`src/cbmu_pkg.sv`:
```
`timescale 1ns / 1ps

package cbmu_pkg;

	localparam int REG_COUNT_DEF = 32;

	// register file is banked by the low two index bits, one bank per word of an aligned group
	localparam int LANES  = 4;
	localparam int LANE_W = $clog2(LANES);

	localparam logic [2:0] CC_LESS    = 3'd4;
	localparam logic [2:0] CC_EQUAL   = 3'd2;
	localparam logic [2:0] CC_GREATER = 3'd1;
	localparam logic [2:0] CC_NONE    = 3'd0;
	localparam logic [4:0] BIT_MASK   = 5'd31;

	typedef enum logic [1:0] {
		K_CMP  = 2'd0,
		K_BIT  = 2'd1,
		K_MOVE = 2'd2,
		K_ORD  = 2'd3
	} kind_t;

	typedef enum logic [1:0] {
		ST_OK    = 2'd0,
		ST_OOB   = 2'd1,
		ST_UNSUP = 2'd2
	} status_t;

	// compare branch selectors
	localparam logic [2:0] COND_G  = 3'd0;
	localparam logic [2:0] COND_E  = 3'd1;
	localparam logic [2:0] COND_GE = 3'd2;
	localparam logic [2:0] COND_L  = 3'd3;
	localparam logic [2:0] COND_NE = 3'd4;
	localparam logic [2:0] COND_LE = 3'd5;
	localparam logic [2:0] COND_O  = 3'd6;
	localparam logic [2:0] COND_NO = 3'd7;

	// bit test, move and ordered selectors
	localparam logic [2:0] SEL_BBS   = 3'd0;
	localparam logic [2:0] SEL_BBC   = 3'd1;
	localparam logic [2:0] SEL_TWO   = 3'd0;
	localparam logic [2:0] SEL_THREE = 3'd1;
	localparam logic [2:0] SEL_FOUR  = 3'd2;
	localparam logic [2:0] SEL_BO    = 3'd0;
	localparam logic [2:0] SEL_BNO   = 3'd1;

	typedef struct packed {
		logic [1:0]  req_type;
		logic [2:0]  condition;
		logic        signed_compare;
		logic        a_from_reg;
		logic [4:0]  a_reg;
		logic [31:0] a_imm;
		logic        b_from_reg;
		logic [4:0]  b_reg;
		logic [31:0] b_imm;
		logic [3:0]  insn_bytes;
		logic [31:0] branch_target;
	} req_t;

	typedef struct packed {
		logic [1:0]  status;
		logic [31:0] next_pc;
		logic        taken;
		logic [2:0]  cond_code;
		logic [31:0] step_number;
	} rsp_t;

endpackage

```
`src/cbmu_if.sv`:
```
`timescale 1ns / 1ps

interface cbmu_req_if
	import cbmu_pkg::*;
	();
	logic valid;
	logic ready;
	req_t data;

	modport source (output valid, output data, input ready);
	modport sink (input valid, input data, output ready);
endinterface

interface cbmu_rsp_if
	import cbmu_pkg::*;
	();
	logic valid;
	logic ready;
	rsp_t data;

	modport source (output valid, output data, input ready);
	modport sink (input valid, input data, output ready);
endinterface

```
`src/compare_branch_move_unit.sv`:
```
`timescale 1ns / 1ps

// Execute stage for compare-and-branch, bit-test branch, literal multi-move and
// branch-on-ordered instructions. One instruction is accepted every cycle unless the
// pipe stalls, and its result is registered in the output register as the second
// stage fires: the register file lives in four banked RAMs (one per word of an
// aligned group of four) read as the transaction is accepted, and the second
// stage resolves operands, updates pc, condition code and step count, and writes
// a move back in the same cycle. A move issued just before is forwarded to the
// next instruction. Registers read as zero until first written, tracked by one
// valid flop per register; there is no clearing pass after reset. A full output
// register stalls the pipe only when the second stage also holds an instruction.
module compare_branch_move_unit
	import cbmu_pkg::*;
#(
	parameter int REG_COUNT = REG_COUNT_DEF
) (
	input logic       clk,
	input logic       arst_n,
	cbmu_req_if.sink  req,
	cbmu_rsp_if.source rsp
);

	localparam int ROWS  = (REG_COUNT + LANES - 1) / LANES;
	localparam int ROW_W = ROWS > 1 ? $clog2(ROWS) : 1;

	function automatic logic [ROW_W-1:0] row_of(input logic [4:0] idx);
		logic [ROW_W+2:0] ext;
		ext = {{ROW_W{1'b0}}, idx[4:LANE_W]};
		return ext[ROW_W-1:0];
	endfunction

	function automatic logic cond_holds(input logic [2:0] sel, input logic [2:0] cc);
		logic r;
		case (sel)
			COND_G:  r = (cc == CC_GREATER);
			COND_E:  r = (cc == CC_EQUAL);
			COND_GE: r = (cc == CC_GREATER) || (cc == CC_EQUAL);
			COND_L:  r = (cc == CC_LESS);
			COND_NE: r = (cc != CC_EQUAL);
			COND_LE: r = (cc == CC_LESS) || (cc == CC_EQUAL);
			COND_O:  r = 1'b1;
			default: r = 1'b0;
		endcase
		return r;
	endfunction

	// pipeline and architectural state
	logic                        v_s1;
	req_t                        d_s1;
	logic                        fwd_s1;
	logic                        out_v_q;
	rsp_t                        rsp_q;
	logic [31:0]                 pc_q;
	logic [2:0]                  cc_q;
	logic [31:0]                 cnt_q;
	logic [ROWS-1:0][LANES-1:0]  valid_q;
	logic [ROW_W-1:0]            w_row_q;
	logic [LANES-1:0]            w_mask_q;
	logic [31:0]                 w_data_q [LANES];

	logic accept;
	logic s1_fire;
	logic wr_en;

	logic [31:0] rd_a [LANES];
	logic [31:0] rd_b [LANES];
	logic [31:0] lane_a [LANES];
	logic [31:0] lane_b [LANES];
	logic [31:0] wr_data [LANES];
	logic [LANES-1:0] wr_mask;

	logic [ROW_W-1:0] row_a_s1;
	logic [ROW_W-1:0] row_b_s1;
	logic [31:0]      a_val;
	logic [31:0]      b_val;
	status_t          status;
	logic             taken;
	logic [2:0]       new_cc;
	logic             a_oob;
	logic             b_oob;
	logic             bit_set;
	logic             less;
	logic [LANE_W-1:0] dst_lane;

	assign s1_fire   = v_s1 && (!out_v_q || rsp.ready);
	assign req.ready = !v_s1 || s1_fire;
	assign accept    = req.valid && req.ready;

	assign row_a_s1 = row_of(d_s1.a_reg);
	assign row_b_s1 = row_of(d_s1.b_reg);
	assign dst_lane = d_s1.b_reg[LANE_W-1:0];

	for (genvar l = 0; l < LANES; l++) begin : g_bank
		cbmu_ram #(
			.WIDTH (32),
			.DEPTH (ROWS)
		) u_bank (
			.clk     (clk),
			.we      (wr_en && wr_mask[l]),
			.waddr   (row_b_s1),
			.wdata   (wr_data[l]),
			.re      (accept),
			.raddr_a (row_of(req.data.a_reg)),
			.raddr_b (row_of(req.data.b_reg)),
			.rdata_a (rd_a[l]),
			.rdata_b (rd_b[l])
		);
	end

	// the move written at the read edge is not yet in the read data
	always_comb begin
		for (int l = 0; l < LANES; l++) begin
			if (fwd_s1 && w_mask_q[l] && (w_row_q == row_a_s1)) begin
				lane_a[l] = w_data_q[l];
			end else if (valid_q[row_a_s1][l]) begin
				lane_a[l] = rd_a[l];
			end else begin
				lane_a[l] = '0;
			end
			if (fwd_s1 && w_mask_q[l] && (w_row_q == row_b_s1)) begin
				lane_b[l] = w_data_q[l];
			end else if (valid_q[row_b_s1][l]) begin
				lane_b[l] = rd_b[l];
			end else begin
				lane_b[l] = '0;
			end
		end
	end

	assign a_val = d_s1.a_from_reg ? lane_a[d_s1.a_reg[LANE_W-1:0]] : d_s1.a_imm;
	assign b_val = d_s1.b_from_reg ? lane_b[d_s1.b_reg[LANE_W-1:0]] : d_s1.b_imm;

	assign a_oob   = d_s1.a_from_reg && (32'(d_s1.a_reg) >= 32'(REG_COUNT));
	assign b_oob   = d_s1.b_from_reg && (32'(d_s1.b_reg) >= 32'(REG_COUNT));
	assign bit_set = b_val[a_val[4:0] & BIT_MASK];
	assign less    = d_s1.signed_compare ? ($signed(a_val) < $signed(b_val)) : (a_val < b_val);

	always_comb begin
		for (int l = 0; l < LANES; l++) begin
			wr_data[l] = (LANE_W'(l) == dst_lane) ? d_s1.a_imm : '0;
		end
		case (d_s1.condition)
			SEL_TWO:   wr_mask = d_s1.b_reg[1] ? 4'b1100 : 4'b0011;
			SEL_THREE: wr_mask = 4'b0111;
			SEL_FOUR:  wr_mask = 4'b1111;
			default:   wr_mask = 4'b0000;
		endcase
	end

	always_comb begin
		status = ST_OK;
		taken  = 1'b0;
		new_cc = cc_q;
		case (d_s1.req_type)
			K_CMP, K_BIT: begin
				if (d_s1.req_type == K_BIT && d_s1.condition > SEL_BBC) begin
					status = ST_UNSUP;
				end else if (a_oob || b_oob) begin
					status = ST_OOB;
				end else if (d_s1.req_type == K_CMP) begin
					if (less) begin
						new_cc = CC_LESS;
					end else if (a_val == b_val) begin
						new_cc = CC_EQUAL;
					end else begin
						new_cc = CC_GREATER;
					end
					taken = cond_holds(d_s1.condition, new_cc);
				end else begin
					new_cc = bit_set ? CC_EQUAL : CC_NONE;
					taken  = (d_s1.condition == SEL_BBS) ? bit_set : !bit_set;
				end
			end
			K_MOVE: begin
				if (d_s1.condition > SEL_FOUR || d_s1.a_from_reg || !d_s1.b_from_reg) begin
					status = ST_UNSUP;
				end else if (32'(d_s1.b_reg) + 32'(d_s1.condition) + 32'd2
						> 32'(REG_COUNT)) begin
					status = ST_OOB;
				end else if (d_s1.condition == SEL_TWO ? d_s1.b_reg[0]
						: (d_s1.b_reg[1:0] != 2'b00)) begin
					status = ST_UNSUP;
				end
			end
			default: begin
				if (d_s1.condition > SEL_BNO) begin
					status = ST_UNSUP;
				end else begin
					taken = (d_s1.condition == SEL_BO) ? (cc_q != CC_NONE) : (cc_q == CC_NONE);
				end
			end
		endcase
	end

	assign wr_en = s1_fire && (status == ST_OK) && (d_s1.req_type == K_MOVE);

	always_ff @(posedge clk or negedge arst_n) begin
		if (!arst_n) begin
			v_s1    <= 1'b0;
			fwd_s1  <= 1'b0;
			out_v_q <= 1'b0;
			pc_q    <= '0;
			cc_q    <= '0;
			cnt_q   <= '0;
			valid_q <= '0;
		end else begin
			if (accept) begin
				v_s1   <= 1'b1;
				fwd_s1 <= wr_en;
			end else if (s1_fire) begin
				v_s1 <= 1'b0;
			end
			if (s1_fire) begin
				out_v_q <= 1'b1;
			end else if (rsp.ready) begin
				out_v_q <= 1'b0;
			end
			if (s1_fire && status == ST_OK) begin
				cc_q  <= new_cc;
				pc_q  <= taken ? d_s1.branch_target : pc_q + 32'(d_s1.insn_bytes);
				cnt_q <= cnt_q + 32'd1;
			end
			if (wr_en) begin
				valid_q[row_b_s1] <= valid_q[row_b_s1] | wr_mask;
			end
		end
	end

	always_ff @(posedge clk) begin
		if (accept) begin
			d_s1 <= req.data;
		end
		if (wr_en) begin
			w_row_q  <= row_b_s1;
			w_mask_q <= wr_mask;
			w_data_q <= wr_data;
		end
		if (s1_fire) begin
			rsp_q.status      <= status;
			rsp_q.taken       <= taken;
			if (status == ST_OK) begin
				rsp_q.next_pc     <= taken ? d_s1.branch_target
					: pc_q + 32'(d_s1.insn_bytes);
				rsp_q.cond_code   <= new_cc;
				rsp_q.step_number <= cnt_q + 32'd1;
			end else begin
				rsp_q.next_pc     <= pc_q;
				rsp_q.cond_code   <= cc_q;
				rsp_q.step_number <= cnt_q;
			end
		end
	end

	assign rsp.valid = out_v_q;
	assign rsp.data  = rsp_q;

endmodule

```
`src/cbmu_ram.sv`:
```
`timescale 1ns / 1ps

module cbmu_ram #(
	parameter int WIDTH = 32,
	parameter int DEPTH = 8
) (
	input  logic                                     clk,
	input  logic                                     we,
	input  logic [(DEPTH > 1 ? $clog2(DEPTH) : 1)-1:0] waddr,
	input  logic [WIDTH-1:0]                         wdata,
	input  logic                                     re,
	input  logic [(DEPTH > 1 ? $clog2(DEPTH) : 1)-1:0] raddr_a,
	input  logic [(DEPTH > 1 ? $clog2(DEPTH) : 1)-1:0] raddr_b,
	output logic [WIDTH-1:0]                         rdata_a,
	output logic [WIDTH-1:0]                         rdata_b
);

	logic [WIDTH-1:0] mem [DEPTH];

	always_ff @(posedge clk) begin
		if (we) begin
			mem[waddr] <= wdata;
		end
		if (re) begin
			rdata_a <= mem[raddr_a];
			rdata_b <= mem[raddr_b];
		end
	end

endmodule
```
`src/flat_wrapper.sv`:
```
// flat-port wrapper written by rule: the top's interface ports become plain ports
module compare_branch_move_unit_flat import cbmu_pkg::*;
#(
	parameter int REG_COUNT = REG_COUNT_DEF
)
  (clk, arst_n, req_valid, req_data, req_ready, rsp_valid, rsp_data, rsp_ready);
  cbmu_req_if req_i ();
  cbmu_rsp_if rsp_i ();
  input logic clk;
  input logic arst_n;
  input wire logic [$bits(req_i.valid)-1:0] req_valid;
  input wire logic [$bits(req_i.data)-1:0] req_data;
  output wire logic [$bits(req_i.ready)-1:0] req_ready;
  output wire logic [$bits(rsp_i.valid)-1:0] rsp_valid;
  output wire logic [$bits(rsp_i.data)-1:0] rsp_data;
  input wire logic [$bits(rsp_i.ready)-1:0] rsp_ready;
  assign req_i.valid = req_valid;
  assign req_i.data = req_data;
  assign req_ready = req_i.ready;
  assign rsp_valid = rsp_i.valid;
  assign rsp_data = rsp_i.data;
  assign rsp_i.ready = rsp_ready;
  compare_branch_move_unit #(.REG_COUNT(REG_COUNT)) u_core (.clk(clk), .arst_n(arst_n), .req(req_i), .rsp(rsp_i));
endmodule
```
`config.mk`:
```
export PLATFORM = sky130hd
export DESIGN_NAME = compare_branch_move_unit_flat
export DESIGN_NICKNAME = d
export VERILOG_FILES = /design/src/cbmu_pkg.sv /design/src/cbmu_if.sv /design/src/compare_branch_move_unit.sv /design/src/cbmu_ram.sv /design/src/flat_wrapper.sv
export SDC_FILE = /design/constraint.sdc
export NUM_CORES = 2
export LEC_CHECK = 0
export CAP_MARGIN = 20
export CORE_MARGIN = 10
export CORE_UTILIZATION = 58
export DETAILED_ROUTE_END_ITERATION = 16
export DONT_BUFFER_PORTS = 1
export PLACE_DENSITY_LB_ADDON = 0.2
export SLEW_MARGIN = 20
export SYNTH_ARGS = -nofsm -noshare
export SYNTH_HDL_FRONTEND = slang
export SYNTH_HIERARCHICAL = 1
export SYNTH_SLANG_ARGS = --single-unit
```
`constraint.sdc`:
```
create_clock -name clk -period 10 [get_ports clk]
set_input_delay 0.5 -clock clk [delete_from_list [all_inputs] [get_ports clk]]
set_output_delay 0.5 -clock clk [all_outputs]
set_load 0.02 [all_outputs]
```
# Word-level counts from Yosys, hierarchy flattened
# Memories as Yosys holds them, arrays and structs flattened. A register that Yosys moved wholly into a read port is not among the register bits.
# Cells that the tools add are included.
# totals
input_bits	122
output_inout_bits	72
n_memories	4
mem_bits_rw	1024
regBits	425
# op_classes
addsub	4
bitwise	3
order_cmp	11
muxes	78
eq_ne	18
reduce_logical	42
# mem_list
memory	depth	width	rd	rd_clocked_by_memory_dff	write_ports	line_no	source
u_core.g_bank[0].u_bank.mem	8	32	2	2	1	cbmu_ram.sv:18	logic [WIDTH-1:0] mem [DEPTH];
u_core.g_bank[1].u_bank.mem	8	32	2	2	1	cbmu_ram.sv:18	
u_core.g_bank[2].u_bank.mem	8	32	2	2	1	cbmu_ram.sv:18	
u_core.g_bank[3].u_bank.mem	8	32	2	2	1	cbmu_ram.sv:18	
# ops
op	count
$mux W32	28
$bmux W32 S2	2
$lt A32 B32 Y1	2
$mux W35	1
$add A32 B1 Y32 const B	1
$add A32 B2 Y32 const B	1
$add A32 B4 Y32	1
$bwmux W32	1
$eq A32 B32 Y1	1
$gt A32 B6 Y1 const B	1
$bmux W4 S3	2
$logic_and A1 B1 Y1	22
$mux W3	7
$mux W1	20
$mux W4	4
$mux W2	7
$demux W4 S3	1
$eq A3 B3 Y1 const B	4
$pmux W4 S3	1
$eq A3 B2 Y1 const B	3
$lt A3 B4 Y1 const B	2
$pmux W1 S7	1
$add A5 B3 Y6	1
$eq A3 B1 Y1 const B	2
other kinds (23)	40

# Depth between registers and ports, before layout
# logic_depth
word_depth	22
depth_mapped	28

# By module
# The synthesis kept the hierarchy.
# by_module_without_submodules
mod	area_each_um2	cells_per_inst	n_inst	seq_area_each_um2
cbmu_ram	13820.8	561	4	9609.2
compare_branch_move_unit	23745.3	2217	1	12221.7

# Least setup slack after synthesis
# No wires, ideal clock.
# synth_path
path_kind	in2reg
from	in rsp_ready
to	reg u_core.fwd_s1
setup_ns	0.111
t_arrival_ns	10.491
path_slack_ns	-0.602
t_required_ns	9.889
path_buffers	0
cell_stages	3
cell_sequence	nand3b_1 -> and2_1 -> mux2_2
# synth_via
elab_chain_len	4
# synth_lines
element	line_no	source
from (decl)	flat_wrapper.sv:16	input wire logic [$bits(rsp_i.ready)-1:0] rsp_ready;
$logic_or A1 B1 Y1	compare_branch_move_unit.sv:86	assign s1_fire = v_s1 && (!out_v_q || rsp.ready);
$logic_and A1 B1 Y1	compare_branch_move_unit.sv:86	
$logic_or A1 B1 Y1	compare_branch_move_unit.sv:87	assign req.ready = !v_s1 || s1_fire;
$logic_and A1 B1 Y1	compare_branch_move_unit.sv:88	assign accept = req.valid && req.ready;
via u_core.accept	compare_branch_move_unit.sv:62	logic accept;
to (signal assigned)	compare_branch_move_unit.sv:210	fwd_s1 <= wr_en;
to (decl)	compare_branch_move_unit.sv:51	logic fwd_s1;
# The timed path passes the listed nets, and every way through them passes these cells.
# A chain may end at the register's enable or synchronous reset.

# Worst setup path after layout
# layout_path
from	reg u_core/d_s1[71] in the netlist's numbering
to	reg u_core.rsp_q, in the netlist u_core/rsp.data[36], data pin
# layout_via
elab_chain_len	22
# layout_lines
element	line_no	source
from (decl)	compare_branch_move_unit.sv:50	req_t d_s1;
from (signal assigned)	compare_branch_move_unit.sv:232	d_s1 <= req.data;
$bmux W4 S3	compare_branch_move_unit.sv:123	end else if (valid_q[row_b_s1][l]) begin
$mux W4 (not written as such)	compare_branch_move_unit.sv:123	
$mux W32	compare_branch_move_unit.sv:123	
$mux W32	compare_branch_move_unit.sv:121	if (fwd_s1 && w_mask_q[l] && (w_row_q == row_b_s1)) begin
$bmux W32 S2 (*)	compare_branch_move_unit.sv:132	assign b_val = d_s1.b_from_reg ? lane_b[d_s1.b_reg[LANE_W-1:0]] : d_s1.b_imm;
$mux W32 (not written as such) (*) (2 in a row)	compare_branch_move_unit.sv:132	
$mux W32 (*)	compare_branch_move_unit.sv:132	
$lt A32 B32 Y1 or $eq A32 B32 Y1 (tied branches)	compare_branch_move_unit.sv:137, compare_branch_move_unit.sv:164	
[6 not listed]	--	
$logic_or A1 B1 Y1, on equally long branches	compare_branch_move_unit.sv:41, compare_branch_move_unit.sv:38	
$pmux W1 S7	compare_branch_move_unit.sv:35	case (sel)
$mux W1 (*)	compare_branch_move_unit.sv:161	end else if (d_s1.req_type == K_CMP) begin
$mux W1 (*)	compare_branch_move_unit.sv:157	if (d_s1.req_type == K_BIT && d_s1.condition > SEL_BBC) begin
$pmux W1 S2 (*)	compare_branch_move_unit.sv:155	case (d_s1.req_type)
via u_core.taken	compare_branch_move_unit.sv:78	logic taken;
$mux W32 (*)	compare_branch_move_unit.sv:243	rsp_q.next_pc <= taken ? d_s1.branch_target
$mux W32 (*)	compare_branch_move_unit.sv:242	if (status == ST_OK) begin
to (decl)	compare_branch_move_unit.sv:53	rsp_t rsp_q;
# The timed path passes the listed nets; every way through them passes the cells marked *. The select of a mux whose other input is x is not followed.

==> impl_metrics.yaml <==
worst_hold_path:
  worstHoldEndpoint: "u_core/g_bank[2].u_bank/rdata_b[9]$_DFFE_PP_"
  holdCritStartpoint: "req_data[72]"
  holdPathStages: 2
  min_path_type: "input port to flop"
sta:
  max_slew_margin: 0.205
  rsz0062_at_grt: "false"
  tightest_slew_ns: 1.18
  setup_viol: 0
  fin_skew_ns: 0.0399
  timing.final.ws_setup_ns: 2.37
  min_period_ns: 7.63
  max_freq_ghz: 0.131
  setup_tns_ns: 0
  finalHoldViolCount: 0
  period_share: 0.763
  drv_slew: 0
synth:
  avgSynthCellArea_um2: 17.7
  syn_nets: 4624
  async_flop_share: 0.0599
  synthMuxAreaShare: 0.212
  synth_fa_ha_area_frac: 0.00668
  yosysWarnings: 6
  synth.distinct_cells: 78
  synth_compound_gate_area_share: 0.0589
  synth_simple_gate_area_frac: 0.0494
  netlist_area_um2: 79000
  ys_dominant_reg_cell: "edfxtp_1"
  yosysSeqAreaShare: 0.641
  synth_edf_count: 1602
  synth_xor_area_frac: 0.00876
  synth_top_family_by_area: "multiplexers"
  syn_inst: 4461
  ys_ff_latch: 1704
global_route:
  grt_pass1_vias: 44973
  grt_util_met3: 0.0693
  use_met1: 0.388
  met2_usage: 0.451
  grt_max_degree: 258
  antenna_found_initial: 6
  grtUsageTotal: 0.291
  grt_pass1_wl_mm: 320
  grt_remaining_overflow: 0
  busiest_layer: "met2"
pwr:
  ir_worst_vdd_v: 0.000190
  comb_power_share: 0.092
  power_density_nw_per_um2: 189
  switching_share: 0.242
  p_seq_frac: 0.517
  internal_power_mw: 12.5
  pwr-share-clk: 0.391
  switchingPower_mw: 4.00
  totalPowerFinal_mw: 16.5
  p_leak_nw: 29.2
place:
  dp_hpwl_mm: 134
  place_ws_ns: 2.65
  finalWeightedCongestion: 1.02
  io_buffers: 0
worst_setup_path:
  critPathCaptureType: "flop"
  critPathMaxFanout: 85
  reg2reg_slack_ns: 2.37
  worstSetupPathType: "flop to flop"
  worstSetupStartpointType: "flop"
  required_ns: 10.56
  crit_slowest_cell: "edfxtp_1"
  r2r_cells: 23
  r2r-end: "u_core/rsp.data[36]$_DFFE_PP_"
  critPathMaxStageDelay_ns: 0.91
  worstReg2RegStart: "u_core/d_s1[71]$_DFFE_PP_"
  critPathMostFrequentCell: "buf_4"
  path_cells: "buf_4, mux2_2, a2bb2oi_1, a32oi_2, buf_4, o21ai_0, a32oi_1, ha_1, a21o_1, a21o_1, a21oi_1, nor2b_1, o211ai_1, o211a_2, nand3_1, o211ai_2, nor2b_1, o22ai_1, a211oi_4, buf_4, inv_2, mux2i_1, o21ai_1"
  worstPathArrival_ns: 8.19
cts:
  cts-htree-levels: 4
  cts_setup_buffers: 0
  clock_latency_ns: 0.83
  ctsHoldBuffers: 125
  cts_resized: 0
  cts.sinks: 1704
  clockRootBuffer: "clkbuf_16"
  tritoncts.num_buffers: 174
  clock_path_buffers: 3
  cts_tree: "done"
  path_clk_slew_ns: 0.06
floorplan:
  io_pins: 194
  die_area_um2: 151000
  die_x_um: 389
  fp.coreArea_um2: 135000
  start_util: 0.583
  rows: 135
  die-height_um: 389
routing:
  via_per_inst: 7.16
  wirelength_mm: 224
  drc: 0
  wl_per_cell_um: 34.7
  first_pass_iters: 6
  initialDrtViolationCount: 5811
  drtAntennaViolNets: 0
  num_vias: 46203
finish:
  nets: 4693
  postLayoutCoreUtil: 0.646
  area_growth_syn_to_layout_pct: 10.7
  drive_gt1_frac: 0.186
run:
  cap_violations: 0
outcome:
  status: "complete, no violations"
synth_stat cells, drive strengths merged (25+ instances only):
cell type  instances  area share
a211oi            38      0.0040
a21oi            215       0.014
a221o             68      0.0086
xnor2             54      0.0060
buf              180       0.015
dfrtp            102       0.032
a221oi            45      0.0051
and2              66      0.0052
mux2i             86       0.011
a31oi             31      0.0025
clkbuf           139      0.0066
nor2             122      0.0058
nand4             38      0.0030
nor3              27      0.0017
nor2b             44      0.0035
mux4             518        0.16
nand3             96      0.0061
edfxtp          1602        0.61
xor2              25      0.0028
and3             121      0.0096
mux2             269       0.038
ha                39      0.0062
inv               27      0.0013
o21ai             71      0.0045
a2bb2oi           56      0.0063
nand2            186      0.0088
cell type report:
class	instances	area [um2]
multi-input combinational	2410	26800
tap	1781	2230
inverter	28	110
fill	9069	47900
clock inverter	96	1060
clock buffer	225	4610
antenna	1	2.50
sequential	1704	50700
timing repair buffer	212	2020
per-stage QoR:
step           cells  instance area (um2)  hold slack, ns
2_1_floorplan   4461                79000           0.204
3_3_place_gp    6010                80500           0.213
3_5_place_dp    6010                80500           0.214
4_1_cts         6456                87500          0.0249
5_1_grt         6456                87500          0.0477
6_report        6457                87500          0.0778
metal layers:
layer  vias up  wire [um]
met5         -         13
met4         2      12000
met3       515      23900
met2      2891     104000
met1     23934      83900
li1      18861          -
kinds of logic after synthesis:
kind of cell             count (synthesis)
AO/OA/AOI/OAI                          655
XOR/XNOR                                79
adder cells (fa/ha/maj)                 41
buffers and inverters                  347
flip-flops                            1704
multiplexers                           873
AND/OR/NAND/NOR                        762
power groups by stage:
stage	Clock (mW)	Sequential (mW)	Combinational, mW
after floorplan	0	8.50	1.17
after global placement	0	8.68	1.35
after detailed placement	0	8.68	1.38
after CTS	6.53	8.54	1.48
after global routing	6.83	8.57	1.60
final	6.46	8.55	1.51
worst max-delay path: cells and delay by family, from the launching register on:
| family | cells | cell delay [ns] |
|---|---|---|
| buffers and inverters | 4 | 1.82 |
| flip-flops | 1 | 0.91 |
| multiplexers | 2 | 0.63 |
| adder cells (fa/ha/maj) | 1 | 0.36 |
| AND/OR/NAND/NOR | 3 | 0.38 |
| AO/OA/AOI/OAI | 13 | 3.12 |
placed cells by master (no fill, tap or decap), types with 31 or more instances in the layout:
master	netlist	routed
nand3_1	96	96
dfrtp_1	102	102
mux4_2	198	198
nor2b_1	44	44
a221oi_1	44	44
and2_1	65	62
buf_4	10	87
mux4_1	320	320
xnor2_1	54	54
a2bb2oi_1	55	55
clkbuf_1	139	46
nand2_1	186	185
a21oi_1	215	215
edfxtp_1	1602	1602
o21ai_0	58	58
clkbuf_16	0	175
ha_1	39	39
mux2_2	266	266
dlygate4sd3_1	0	118
nand4_1	38	38
nor2_1	122	95
mux2i_1	86	86
a211oi_1	35	35
and3_1	121	121
a31oi_1	31	31
clkinv_1	1	37
a221o_1	68	68
state kept, by name (all words and copies together), names as in the netlist:
name,count
u_core/g_bank.u_bank/mem,1024
u_core/g_bank.u_bank/rdata_a,128
u_core/g_bank.u_bank/rdata_b,128
u_core/w_data_q,128
u_core/d_s1,118
u_core/rsp.data,70
u_core/cnt_q,32
u_core/pc_q,32
u_core/valid_q,32
u_core/cc_q,3
u_core/w_mask_q,3
u_core/w_row_q,3
u_core/fwd_s1,1
u_core/rsp.valid,1
u_core/v_s1,1
worst max path at each step:
stage / start / endpoint / slack [ns]
detailed placement: u_core/d_s1[71]$_DFFE_PP_ / u_core/rsp.data[54]$_DFFE_PP_ / 2.65
floorplan: u_core/d_s1[69]$_DFFE_PP_ / u_core/valid_q[28]$_DFFE_PN0P_ / 3.08
finish: u_core/d_s1[71]$_DFFE_PP_ / u_core/rsp.data[36]$_DFFE_PP_ / 2.37
global placement: u_core/d_s1[71]$_DFFE_PP_ / u_core/rsp.data[37]$_DFFE_PP_ / 2.81
global route: u_core/d_s1[71]$_DFFE_PP_ / u_core/rsp.data[36]$_DFFE_PP_ / 1.99
CTS: u_core/d_s1[71]$_DFFE_PP_ / u_core/rsp.data[36]$_DFFE_PP_ / 2.62
Note: power is estimated with default switching activity, not from simulation.
